<file path="config.mk">
export PLATFORM = sky130hd
export DESIGN_NAME = text_split_on_delimiter_core
export DESIGN_NICKNAME = d
export VERILOG_FILES = /design/src/sv/tsd_pkg.sv /design/src/sv/text_split_on_delimiter_core.sv
export SDC_FILE = /design/constraint.sdc
export NUM_CORES = 1
export LEC_CHECK = 0
export CORE_ASPECT_RATIO = 2
export CORE_UTILIZATION = 40
export CTS_CLUSTER_SIZE = 24
export DETAILED_ROUTE_END_ITERATION = 10
export DONT_BUFFER_PORTS = 1
export HOLD_SLACK_MARGIN = 0.12
export REMOVE_ABC_BUFFERS = 1
export SETUP_SLACK_MARGIN = 0.05
export SLEW_MARGIN = 10
export SYNTH_ARGS = -nofsm -noshare
export SYNTH_HDL_FRONTEND = slang
export SYNTH_SLANG_ARGS = --single-unit
</file>
<file path="constraint.sdc">
create_clock -name clock -period 15.3 [get_ports clock]
set_clock_uncertainty 0.2 [all_clocks]
set_input_delay 0.765 -clock clock [delete_from_list [all_inputs] [get_ports clock]]
set_output_delay 0.765 -clock clock [all_outputs]
set_load 0.02 [all_outputs]
</file>
<file path="src/sv/tsd_pkg.sv">
// Shared types and codes for the text splitter core.
// No dependencies; used by text_split_on_delimiter_core.
package tsd_pkg;

   // register indexes on the csr write port
   localparam logic CSR_DELIMITER_BYTES  = 1'b0;
   localparam logic CSR_DELIMITER_LENGTH = 1'b1;

   localparam logic [63:0] DELIMITER_BYTES_RESET  = 64'd44;
   localparam logic [3:0]  DELIMITER_LENGTH_RESET = 4'd1;

   // one piece descriptor as it waits in the result queue
   typedef struct packed {
      logic [15:0] piece_start;
      logic [15:0] piece_length;
      logic        last_piece;
      logic        no_pieces;
      logic        too_long;
   } piece_type;

endpackage

</file>
<file path="src/sv/text_split_on_delimiter_core.sv">
// Text splitter core: one text byte per word in, piece descriptors out.
// Depends on tsd_pkg (piece_type, csr indexes, register reset values).
//
// The core takes one text byte per cycle while the result queue has room, and
// compares the newest bytes against the delimiter in parallel. Each byte makes at most
// two descriptors (a delimiter match on the last byte gives the piece before it
// and then an empty tail); they go into a four-word result queue, and a new
// byte is taken whenever the queue has room for two, so one descriptor per byte
// flows at full rate while the output does not stall; two-descriptor bytes can fill the queue and hold the input.
// Configuration writes take effect at once and are meant only while idle.
module text_split_on_delimiter_core #(
   parameter int MAX_DELIMITER = 8,
   parameter int POSITION_BITS = 16
) (
   input  logic        clock,
   input  logic        reset,
   // input stream
   input  logic        req_tvalid,
   output logic        req_tready,
   input  logic [7:0]  req_tdata,   // [7:0] text_byte
   input  logic        req_tlast,   // last_byte
   input  logic        req_tuser,   // [0] empty_text
   // result stream
   output logic        rsp_tvalid,
   input  logic        rsp_tready,
   output logic [31:0] rsp_tdata,   // [15:0] piece_start, [31:16] piece_length
   output logic        rsp_tlast,   // last_piece
   output logic [1:0]  rsp_tuser,   // [0] no_pieces, [1] too_long
   // configuration
   input  logic        csr_we,
   input  logic        csr_index,
   input  logic [63:0] csr_wdata
);

   localparam int QDEPTH = 4;
   localparam int OUTW   = (POSITION_BITS > 16) ? POSITION_BITS : 16;
   localparam logic [POSITION_BITS-1:0] TEXT_LIMIT = '1;
   localparam logic [3:0] MAX_DL = 4'(MAX_DELIMITER);

   logic [63:0] delim_bytes_ff;
   logic [3:0]  delim_len_ff;

   logic [7:0]  recent_ff [MAX_DELIMITER];
   logic [7:0]  recent_in [MAX_DELIMITER];
   logic [POSITION_BITS-1:0] pos_ff, pos_in;
   logic [POSITION_BITS-1:0] cps_ff, cps_in;
   logic        ovf_ff, ovf_in;

   tsd_pkg::piece_type q_ff [QDEPTH];
   tsd_pkg::piece_type q_in [QDEPTH];
   logic [2:0]  cnt_ff, cnt_in;

   logic        accept, pop;
   logic [2:0]  base;
   logic        push0, push1;
   tsd_pkg::piece_type res0, res1;

   logic [3:0]  dl;
   logic [7:0]  win [MAX_DELIMITER];
   logic        win_hit;
   logic [POSITION_BITS-1:0] newpos, diff, mlen;
   logic        match;
   logic [OUTW-1:0] ext_start, ext_len, ext_tstart, ext_tlen;

   assign req_tready = (cnt_ff <= 3'(QDEPTH - 2));
   assign accept     = req_tvalid & req_tready;
   assign rsp_tvalid = (cnt_ff != 3'd0);
   assign pop        = rsp_tvalid & rsp_tready;
   assign rsp_tdata  = {q_ff[0].piece_length, q_ff[0].piece_start};
   assign rsp_tlast  = q_ff[0].last_piece;
   assign rsp_tuser  = {q_ff[0].too_long, q_ff[0].no_pieces};

   // window compare for each possible delimiter length; the hit for the set length is kept
   always_comb begin
      logic ok;
      dl = (delim_len_ff > MAX_DL) ? MAX_DL : delim_len_ff;
      win[0] = req_tdata;
      for (int k = 1; k < MAX_DELIMITER; k++) begin
         win[k] = recent_ff[k-1];
      end
      win_hit = 1'b0;
      for (int l = 1; l <= MAX_DELIMITER; l++) begin
         ok = 1'b1;
         for (int j = 0; j < l; j++) begin
            if (win[l-1-j] != delim_bytes_ff[8*j +: 8]) begin
               ok = 1'b0;
            end
         end
         if (dl == 4'(l)) begin
            win_hit = ok;
         end
      end
   end

   always_comb begin
      newpos = pos_ff + POSITION_BITS'(1);
      diff   = newpos - POSITION_BITS'(dl);
      mlen   = diff - cps_ff;
      match  = (dl != 4'd0) && (newpos >= POSITION_BITS'(dl)) &&
               (diff >= cps_ff) && win_hit;
   end

   // per-byte state update and result generation
   always_comb begin
      recent_in = recent_ff;
      pos_in    = pos_ff;
      cps_in    = cps_ff;
      ovf_in    = ovf_ff;
      push0     = 1'b0;
      push1     = 1'b0;
      res0      = '0;
      res1      = '0;
      ext_start = OUTW'(cps_ff);
      ext_len   = OUTW'(mlen);
      ext_tstart = '0;
      ext_tlen   = '0;
      if (accept) begin
         if (req_tuser) begin
            pos_in = '0;
            cps_in = '0;
            ovf_in = 1'b0;
            push0  = 1'b1;
            res0.last_piece = 1'b1;
            res0.no_pieces  = 1'b1;
         end else begin
            if (pos_ff != TEXT_LIMIT) begin
               recent_in = win;
               pos_in    = newpos;
               if (match) begin
                  push0 = 1'b1;
                  res0.piece_start  = ext_start[15:0];
                  res0.piece_length = ext_len[15:0];
                  res0.too_long     = ovf_ff;
                  cps_in = newpos;
               end
            end else begin
               ovf_in = 1'b1;
            end
            if (req_tlast) begin
               ext_tstart = OUTW'(cps_in);
               ext_tlen   = OUTW'(pos_in - cps_in);
               if (push0) begin
                  push1 = 1'b1;
                  res1.piece_start  = ext_tstart[15:0];
                  res1.piece_length = ext_tlen[15:0];
                  res1.last_piece   = 1'b1;
                  res1.too_long     = ovf_in;
               end else begin
                  push0 = 1'b1;
                  res0.piece_start  = ext_tstart[15:0];
                  res0.piece_length = ext_tlen[15:0];
                  res0.last_piece   = 1'b1;
                  res0.too_long     = ovf_in;
               end
               pos_in = '0;
               cps_in = '0;
               ovf_in = 1'b0;
            end
         end
      end
   end

   // result queue: head at slot 0, shifts down on pop, appends after survivors
   always_comb begin
      base = cnt_ff - {2'b00, pop};
      for (int i = 0; i < QDEPTH; i++) begin
         if (pop && i < QDEPTH - 1) begin
            q_in[i] = q_ff[i+1];
         end else begin
            q_in[i] = q_ff[i];
         end
         if (push0 && base == 3'(i)) begin
            q_in[i] = res0;
         end
         if (push1 && (base + 3'd1) == 3'(i)) begin
            q_in[i] = res1;
         end
      end
      cnt_in = base + {2'b00, push0} + {2'b00, push1};
   end

   always_ff @(posedge clock) begin
      if (reset) begin
         delim_bytes_ff <= tsd_pkg::DELIMITER_BYTES_RESET;
         delim_len_ff   <= tsd_pkg::DELIMITER_LENGTH_RESET;
         pos_ff <= '0;
         cps_ff <= '0;
         ovf_ff <= 1'b0;
         cnt_ff <= 3'd0;
      end else begin
         if (csr_we) begin
            case (csr_index)
               tsd_pkg::CSR_DELIMITER_BYTES:  delim_bytes_ff <= csr_wdata;
               tsd_pkg::CSR_DELIMITER_LENGTH: delim_len_ff   <= csr_wdata[3:0];
               default: ;
            endcase
         end
         pos_ff <= pos_in;
         cps_ff <= cps_in;
         ovf_ff <= ovf_in;
         cnt_ff <= cnt_in;
      end
   end

   always_ff @(posedge clock) begin
      recent_ff <= recent_in;
      q_ff      <= q_in;
   end

endmodule
</file>
== Word-level counts from Yosys, hierarchy flattened ==
Index checks and enable logic that the tools add are counted.

* Register bits: 300
* Input bits: 80
* Output and inout port bits: 37
* Logic and storage cells: 227

* Add/subtract/negate cells: 8
* Order comparisons: 4
* Equality and inequality tests: 51
* Muxes and demuxes: 102
* Bitwise gates (word level): 4
* Reduce and logical (&&, ||, !) cells: 25

{| class="wikitable"
|+ Operator list
! kind !! count
|-
| $mux 35 || 12
|-
| $ne 8x8->1 || 36
|-
| $mux 33 || 6
|-
| $mux 16 || 11
|-
| $mux 32 || 3
|-
| $mux 1 || 69
|-
| $sub 16x16->16 || 2
|-
| $add 16x1->16 const B || 1
|-
| $eq 4x3->1 const B || 4
|-
| $ge 16x16->1 || 1
|-
| $ge 16x4->1 || 1
|-
| $ne 16x16->1 const B || 1
|-
| $sub 16x4->16 || 1
|-
| $eq 3x2->1 const B || 4
|-
| $reduce_bool 3->1 || 4
|-
| $logic_and 1x1->1 || 11
|-
| $eq 4x2->1 const B || 2
|-
| $reduce_bool 2->1 || 4
|-
| $add 3x1->3 || 2
|-
| $eq 3x1->1 const B || 2
|-
| $logic_not 3->1 || 2
|-
| $eq 4x1->1 const B || 1
|-
| $eq 4x4->1 const B || 1
|-
| $gt 4x4->1 const B || 1
|-
| 9 further kinds || 12
|}

== Depth between registers and ports, before layout ==
Gate-level depths: netlist (run 1).

* Word-level depth: 23
* Depth in mapped cells: 31

== Worst setup path before layout (run 1) ==
Ideal clock, no wire load.

* Path kind: register to register
* Start: register pos_ff[0]
* End: register q_ff[52] in the netlist's numbering, data pin
* Arrival: 6830 ps
* Data required time: 14846 ps
* Setup slack: 8016 ps
* Cell stages (with the launch flop): 29
* Buffers on the path: 2
* Period minus slack after synthesis: 7284 ps
* Cell sequence: dfxtp_1 -> ha_1 -> nand3_1 -> or4_1 -> xnor2_1 -> or4_4 -> nand2b_1 -> xnor2_1 -> ha_1 -> nand3_1 -> nor4_1 -> a2111oi_0 -> o21ai_0 -> o2111a_1 -> buf_6 -> buf_6 -> mux2_1 -> ha_1 -> inv_1 -> fa_1 -> a211oi_1 -> o21a_1 -> o311a_1 -> o2111ai_1 -> nor4bb_1 -> or2_2 -> mux2i_1 -> o2bb2ai_1 -> a21o_1

{| class="wikitable"
|+ RTL lines
! what !! line !! text
|-
| start, declared || text_split_on_delimiter_core.sv:45 || <nowiki>logic [POSITION_BITS-1:0] pos_ff, pos_in;</nowiki>
|-
| start signal, assigned || text_split_on_delimiter_core.sv:198 || <nowiki>pos_ff <= pos_in;</nowiki>
|-
| end signal, assigned || text_split_on_delimiter_core.sv:207 || <nowiki>q_ff <= q_in;</nowiki>
|-
| end, declared || text_split_on_delimiter_core.sv:49 || <nowiki>tsd_pkg::piece_type q_ff [QDEPTH];</nowiki>
|}

==> impl.org, run 1 <==
** Critical path
- Across all register-to-register paths, the minimum setup slack is 6310 ps.
- Worst-case reg-to-reg path depth :: 24
- Worst Path Arrival :: 9220 ps
- Worst Setup SP :: pos_ff[0]
- Required time worst endpoint :: 15,530 ps
- Reg-to-Reg Start :: pos_ff[0]
- In this run the critical register-to-register path is captured at rsp_tdata[26].
- Maximum fanout along the worst path :: 33
- The worst setup path is of the reg2reg kind.
- The worst setup path is launched from a register.
- STA classifies the critical path endpoint as a register.

** Drt
- Vias :: 17,200
- Post-detailed-route via-to-cell ratio :: 6.28
- Antenna-violating nets left :: 0
- Number of iterations in the first detailed-routing pass :: 5
- After detailed routing, the average wire length per cell comes to 33.1 um.
- Total wirelength of the detailed-routed design :: 90,500 um
- Drc violations :: 0
- The detailed router finished its first iteration with 1,479 violations.

** Final layout
- Fraction of layout cells with a size suffix above 1 :: 0.0652
- The net count of the finished layout is 2,189.
- For this run, the share of the core covered by cells in the final layout is 0.442.
- Once layout is done, the placed cells without fillers occupy 21,700 sq um.
- Relative to the synthesized area, the layout overhead comes to 9.12%.

** Floorplan
- Placeable core area :: 49,200 sq um
- Num rows :: 115
- Die area :: 50,700 sq um
- The initial utilization of the core area, before any placement, comes to 0.405.
- Die height :: 318 um
- For this design the top-level I/O count stands at 117.
- Die Width :: 160 um

** CTS
- H-tree depth :: 1
- Num CTS Buffers :: 29
- Post-CTS repair changed the size of 0 cells.
- TritonCTS built the clock tree.
- Clock latency on the worst-skew pair, taken at its later pin, is 640 ps.
- Post-CTS Setup Bufs :: 0
- CTS Hold Bufs :: 78
- Clock tree synthesis found a total of 300 sinks.
- No sink is reached through more buffers than the 3 on the longest clock path.
- CTS Root Cell :: clkbuf_16
- Clock Pin Slew Worst Setup and Hold Paths :: 70 ps

** Global routing
- Remaining Overflow, GRT :: 0
- The number of global-route vias before repair was 17,600.
- Entering global routing, the biggest net connects 102 pins.
- The first global-routing pass estimated 128,000 um of wire.
- For this run, the total global-route usage over all layers was measured as 0.357.
- Number of antenna violations at the first check in global routing :: 1

** Min path
- The path with the worst hold slack has its endpoint at delim_len_ff[3].
- Startpoint of the worst hold path :: csr_wdata[3]
- The worst hold path was traced through 2 stages.
- The worst hold path belongs to the class in2reg.

** Synth
- For this run, the leading register cell type out of synthesis is edfxtp_1.
- The synthesized design contains 300 register bits.
- Count of unique library cells instantiated by Yosys :: 89
- Share of flip-flops with an asynchronous set or reset after synthesis :: 0
- Yosys printed 0 warnings.
- Area leader, netlist :: edfxtp_1
- The share of synthesized area in the top cell type comes to 0.290.
- Number of flops mapped to enable cells by yosys :: 192
- For this run, the register share of the synthesized area comes to 0.398.
- Leading cell types by count after synthesis :: nand2_1, xnor2_1, edfxtp_1, xor2_1, clkbuf_1
- Count leader, synth :: nand2_1
- Post-Syn Instances :: 2,130
- Most area-consuming cells after synthesis :: edfxtp_1, dfxtp_1, xnor2_1
- Each instance of the synthesized netlist takes up on average 9.35 sq um.
- The cell area that synthesis handed to floorplanning was 19,900 sq um.

** Power
- Static Leak :: 7.61 nW
- Switching fraction of total power :: 0.385
- Internal power comes to 0.00182 W.
- The worst-case IR drop observed on VDD is 213 uV.
- The share of total power dissipated in combinational logic is 0.299.
- For this design the total switching power over the nets is 0.00114 W.
- Pwr dens :: 136 nW/um^2
- Part of the total power dissipated in the clock network :: 0.253
- Part of the total power dissipated in sequential elements :: 0.448

** STA
- Fin. max-slew vios :: 0
- Subtracting the final worst setup slack from the clock period gives 8990 ps.
- Worst slew margin relative to its limit :: 0.146
- After layout, the worst setup slack is 6310 ps.
- For the pin with the worst max-slew slack, the measured transition is 1280 ps.
- Hold timing on the final database bottoms out at a slack of 134 ps.
- Accumulated negative setup slack :: 0 ps
- Share of the cycle needed by the critical path after routing :: 0.588
- Final setup violation count :: 0
- Setup repair after global routing left no endpoint under its margin.
- The total count of hold-check failures in the final report came to 0.
- Timing-limited maximum frequency :: 111 MHz

** Placed design
- Routability-driven placement finished with a final weighted congestion of 1.05.
- Input and output buffers added on the ports amount to 0.
- After detailed placement, the total cell area comes to 20,000 sq um.
- Detail Placement HPWL :: 66,100 um
- Placement-stage worst setup slack :: 6610 ps

** Flow run
- The tool flagged a number of max-cap violations equal to 0.

** Status
- Run status :: finished, final reports clean
[worst max-delay path: stages (launching register included)]
cell,delay (ps)
dfxtp_1,490
ha_1,320
nand3_1,270
or4_1,630
xnor2_1,240
or4_4,610
nand2b_1,210
xnor2_1,150
ha_1,370
nand3_1,140
nor4_1,390
a2111oi_0,180
o21ai_0,240
o2111a_2,280
buf_4,550
mux2i_1,710
ha_1,390
a211oi_1,130
o21a_1,240
o311ai_0,990
xnor2_1,220
nor2_1,220
mux2i_4,110
mux2_2,290
mux2i_1,170
[placed cells by master, fill, tap and decap left out, types with 7 or more instances in the layout]
master / synthesis / layout
xnor2_1: 204 / 204
and3_1: 34 / 34
mux2_4: 7 / 7
nor4_1: 68 / 66
xor2_1: 144 / 144
buf_4: 39 / 31
a32oi_1: 12 / 12
a21oi_1: 94 / 94
or3_1: 12 / 12
nor3_1: 30 / 30
nand2_1: 237 / 236
dlygate4sd3_1: 0 / 77
edfxtp_1: 192 / 192
o21ai_0: 22 / 22
a22oi_1: 19 / 19
a221o_1: 26 / 26
nand3_1: 82 / 82
o2bb2ai_1: 13 / 13
o211ai_1: 22 / 22
o22ai_1: 13 / 13
a211o_1: 8 / 8
a21o_1: 15 / 15
o21a_1: 8 / 8
clkinv_2: 0 / 9
dfxtp_1: 108 / 108
o32a_1: 14 / 14
mux2i_1: 48 / 48
clkbuf_16: 0 / 29
a211oi_1: 7 / 7
ha_1: 41 / 41
nand4_1: 81 / 81
inv_1: 66 / 66
a22o_1: 17 / 17
nor2b_1: 14 / 13
nor2_1: 111 / 108
nand2b_1: 18 / 17
nor4b_1: 10 / 10
nand3b_1: 23 / 23
[sequential cells by signal, summed over array words and instances, names as in the netlist]
name and cells:
rsp_tdata 32, cnt_ff 3, recent_ff 56, ovf_ff 1, rsp_tlast 1, rsp_tuser 2, pos_ff 16, q_ff 105
cps_ff 16, delim_len_ff 4, delim_bytes_ff 64
[cells by family after synthesis]
group                    count (synthesis)  share of synthesized area
multiplexers                            64                     0.0352
AO/OA/AOI/OAI                          336                      0.123
buffers and inverters                  273                     0.0635
flip-flops                             300                      0.398
AND/OR/NAND/NOR                        764                      0.198
XOR/XNOR                               348                      0.153
adder cells (fa/ha/maj)                 45                     0.0298
[per-stage QoR]
stage               total power (W)  cells
finish                      0.00296   2731
global route                0.00307   2730
CTS                         0.00296   2730
detailed placement          0.00218   2598
global placement            0.00218   2598
floorplan                   0.00183   1924
[final cells by class]
cell class,instances,area (sq um)
diodes,1,2.50
clock buffers,31,733
clock inverters,23,201
fillers,4873,27500
inverters,67,251
multi-input cells,1557,10800
flip-flops and latches,300,7930
well taps,643,805
repair buffers,109,1030
[worst max-delay path by stage]
stage	depth (start not counted)	endpoint	slack, ps
after global routing	25	q_ff[87]	6000
after detailed placement	27	q_ff[87]	6610
final	24	rsp_tdata[26]	6310
after CTS	27	q_ff[87]	6580
after global placement	26	q_ff[48]	6860
after floorplan	26	q_ff[87]	7130
[per-layer routing]
layer	wire [um]	global-route usage
met2	48000	0.667
met5	0	0
met4	10300	0.342
met3	5160	0.0634
met1	27000	0.313
[power groups by stage]
| stage | registers (W) | clock network [W] | logic, W |
|---|---|---|---|
| floorplan | 0.00128 | 0 | 0.000543 |
| detailed placement | 0.00134 | 0 | 0.000841 |
| CTS | 0.00133 | 0.000762 | 0.000868 |
| finish | 0.00133 | 0.000749 | 0.000884 |
| global route | 0.00134 | 0.000786 | 0.000939 |
| global placement | 0.00134 | 0 | 0.000836 |
Power figures use the tool's default switching activity.
==> run 2: changes to the inputs <==
==> constraint.sdc (replaced) <==
create_clock -name clock -period 9.3 [get_ports clock]
set_clock_uncertainty 0.2 [all_clocks]
set_input_delay 0.465 -clock clock [delete_from_list [all_inputs] [get_ports clock]]
set_output_delay 0.465 -clock clock [all_outputs]
set_load 0.02 [all_outputs]
==> run 2 against run 1 <==
Via count increased by 0.82%. Sequential power increased by 64%. Register-to-register slack got worse by 5300 ps. Sequential cell count unchanged. Final cell count increased by 2.1%. Cell area increased by 2.6%. Sequential share of layout area decreased by 0.93 points. Non-clock buffer count increased by 55. Clock-buffer cell count increased by 9. Die area unchanged. Wire length increased by 4.1%. Critical path type unchanged. Critical endpoint is now q_ff[85].
==> impl.org, run 2 (same netlist as run 1, synthesis figures left out) <==
** Status
- Run status :: finished, final reports clean (unchanged)

** Final layout
- The flip-flop count of the largest register, all copies and words added is 105 (unchanged).
- Largest registers :: q_ff (105), delim_bytes_ff (64), recent_ff (56) (unchanged)
- Area growth, synth to finish :: 12.0% (was 9.12%)
- The proportion of layout cells with a drive suffix above 1 is 0.0770 (was 0.0652).
- The layout net count came to 2,245 (was 2,189).
- The largest register by flop count is q_ff (unchanged).
- The most common cell after layout, fill and taps aside is nand2_1 (unchanged).
- Top library cells by usage in the layout, fill and taps aside: nand2_1, xnor2_1, edfxtp_1 (unchanged).

** Drt
- The average wire length per cell after detail routing is 33.8 um (was 33.1 um).
- The detail-routed via count per cell is 6.21 (was 6.28).
- Top layer in use :: met5 (was met4)
- The wire length on met1 is 26,900 um (was 27,000 um).
- The wire length on met2 was 50,200 um (was 48,000 um).
- The final routed wirelength across all metal layers was 94,200 um (was 90,500 um).
- The number of remaining DRC errors came to 0 (unchanged).
- The DRC violation total after the first TritonRoute iteration came to 1,333 (was 1,479).
- The routed length on met3 is 4990 um (was 5160 um).
- Number of iterations in the first detailed-routing pass :: 6 (was 5)
- Vias :: 17,300 (was 17,200)
- Antenna-violating nets left :: 0 (unchanged)

** Critical path
- Category of the worst setup path launch point :: register (unchanged)
- Critical path's top delay family :: compound AO/OA/AOI/OAI gates (was simple AND/OR/NAND/NOR gates)
- Category of the worst setup path capture point :: register (unchanged)
- Total buffers and inverters traversed by the critical path :: 1 (unchanged)
- The worst stage delay on the critical path came to 640 ps (was 990 ps).
- The data arrival time of the critical path was 8480 ps (was 9220 ps).
- Path length in cells of the critical path :: 26 (was 24)
- The category of the critical setup timing path is reg2reg (unchanged).
- The data required time at the worst endpoint is 9470 ps (was 15,530 ps).
- Worst-case reg-to-reg path depth :: 26 (was 24)
- Maximum fanout along the worst path :: 16 (was 33)
- Crit-path slowest cell :: or4_1 (was o311ai_0)

** STA
- Worst slew pin tran :: 1240 ps (was 1280 ps)
- The shortest clock period the worst path allows after layout is 8320 ps (was 8990 ps).
- Setup repair after global routing missed its margin :: no (unchanged)
- Fin. max-slew vios :: 0 (unchanged)
- Accumulated negative setup slack :: 0 ps (unchanged)
- Final setup violation count :: 0 (unchanged)
- Share of the cycle needed by the critical path after routing :: 0.895 (was 0.588)
- Final Hold Viols :: 0 (unchanged)
- Worst slew margin relative to its limit :: 0.175 (was 0.146)
- The fmax came to 120 MHz (was 111 MHz).
- Final setup slack of the worst path :: 981 ps (was 6310 ps)

** Power
- The total power density per cell area came to 223 nW/um^2 (was 136 nW/um^2).
- Switching fraction of total power :: 0.386 (was 0.385)
- The clock power share is 0.258 (was 0.253).
- Part of the total power dissipated in sequential elements :: 0.438 (was 0.448)
- The leakage power summed over all cells came to 7.99 nW (was 7.61 nW).
- Peak supply drop :: 204 uV (was 213 uV)
- The total net switching power came to 0.00192 W (was 0.00114 W).
- P_int :: 0.00306 W (was 0.00182 W)
- The combinational power share was 0.304 (was 0.299).

** Floorplan
- Die Width :: 160 um (unchanged)
- Starting utilization of the core area :: 0.405 (unchanged)
- Number of top-level pins :: 117 (unchanged)
- Die area :: 50,700 sq um (unchanged)
- The die span in y is 318 um (unchanged).
- The floorplan core area was 49,200 sq um (unchanged).
- Num rows :: 115 (unchanged)

** CTS
- The number of sinks driven by the clock tree is 300 (unchanged).
- Post-CTS Setup Bufs :: 0 (unchanged)
- Num CTS Buffers :: 30 (was 29)
- CTS Hold Bufs :: 111 (was 78)
- Clock Pin Slew Worst Setup and Hold Paths :: 70 ps (about the same)
- CTS Root Cell :: clkbuf_16 (unchanged)
- The number of levels in the clock H-tree is 1 (unchanged).
- Number of gates given a new drive strength after cts :: 0 (unchanged)
- The buffer depth of the longest clock path came to 3 (unchanged).
- The clock insertion delay at the later pin of the skew report came to 620 ps (was 640 ps).
- TritonCTS clock tree :: yes (unchanged)

** Placed design
- The half-perimeter wire length after detailed placement came to 70,000 um (was 66,100 um).
- The number of buffers added on ports came to 0 (unchanged).
- Final weighted congestion in routability-driven placement :: 1.02 (was 1.05)
- The worst-case setup slack after placement came to 1070 ps (was 6610 ps).

** Global routing
- Remaining Overflow, GRT :: 0 (unchanged)
- Pin count of the biggest net entering global routing :: 105 (was 102)
- Number of antenna violations at the first check in global routing :: 2 (was 1)
- Overall routing resource usage :: 0.371 (was 0.357)
- Number of global-route vias before repair :: 18,000 (was 17,600)
- First-pass GRT wire length :: 132,000 um (was 128,000 um)

** Flow run
- Max-cap violations :: 0 (unchanged)

** Min path
- The worst min-delay path category was in2reg (unchanged).
- Hold path cells :: 4 (was 2)
-- run 2: worst paths after layout --
path / slack [ps] / endpoint / start
hold reg to reg: 270 / delim_bytes_ff[59] / delim_bytes_ff[59]
setup reg to reg: 980 / q_ff[85] / pos_ff[0]
hold / removal: 180 / q_ff[86] / req_tuser
setup / recovery: 980 / q_ff[85] / pos_ff[0]
-- run 2: power groups by stage --
| stage | clock network, W | logic, W | registers, W |
|---|---|---|---|
| 4_1_cts | 0.00131 | 0.00149 | 0.00218 |
| 2_1_floorplan | 0 | 0.000894 | 0.00211 |
| 6_report | 0.00129 | 0.00151 | 0.00218 |
| 5_1_grt | 0.00134 | 0.00160 | 0.00220 |
| 3_5_place_dp | 0 | 0.00144 | 0.00221 |
| 3_3_place_gp | 0 | 0.00143 | 0.00220 |
-- run 2: worst reg2reg max path, cell delays in order, from the launching register on --
cell,delay [ps]
dfxtp_1,460
ha_1,350
nand3_1,280
or4_1,640
xnor2_1,270
or4_4,630
nand2b_1,210
xnor2_1,150
ha_1,330
a21oi_1,250
nor2_1,120
a2111oi_0,340
o21ai_0,320
o2111a_2,450
mux2_1,340
ha_1,170
inv_1,60
fa_1,510
a211oi_1,320
o21a_1,250
o311a_1,250
nor2_1,80
xnor2_1,390
nor2_1,80
mux2_2,340
o2bb2ai_1,140
a21o_1,180
-- run 2: cell type report --
cell class                 instances  area (sq um)
clock buffer                      40           885
timing repair buffer             164          1530
clock inverter                    16           128
tap                              643           805
fill                            4805         26900
multi-input combinational       1557         10800
sequential                       300          7930
antenna                            1          2.50
inverter                          67           251
-- run 2: stage by stage --
step / instances / hold WS [ps] / utilization / instance area (sq um) / power, W
6_report: 2788 / 181 / 0.453 / 22300 / 0.00498
5_1_grt: 2787 / 200 / 0.453 / 22300 / 0.00514
4_1_cts: 2787 / 157 / 0.453 / 22300 / 0.00498
3_5_place_dp: 2620 / 244 / 0.410 / 20200 / 0.00364
3_3_place_gp: 2620 / 242 / 0.409 / 20100 / 0.00363
2_1_floorplan: 1924 / 242 / - / 18900 / 0.00300
-- run 2: layer usage --
layer,vias to the layer above,track usage
li1,7635,-
met5,-,0
met1,8385,0.306
met3,402,0.0570
met2,876,0.704
met4,2,0.397
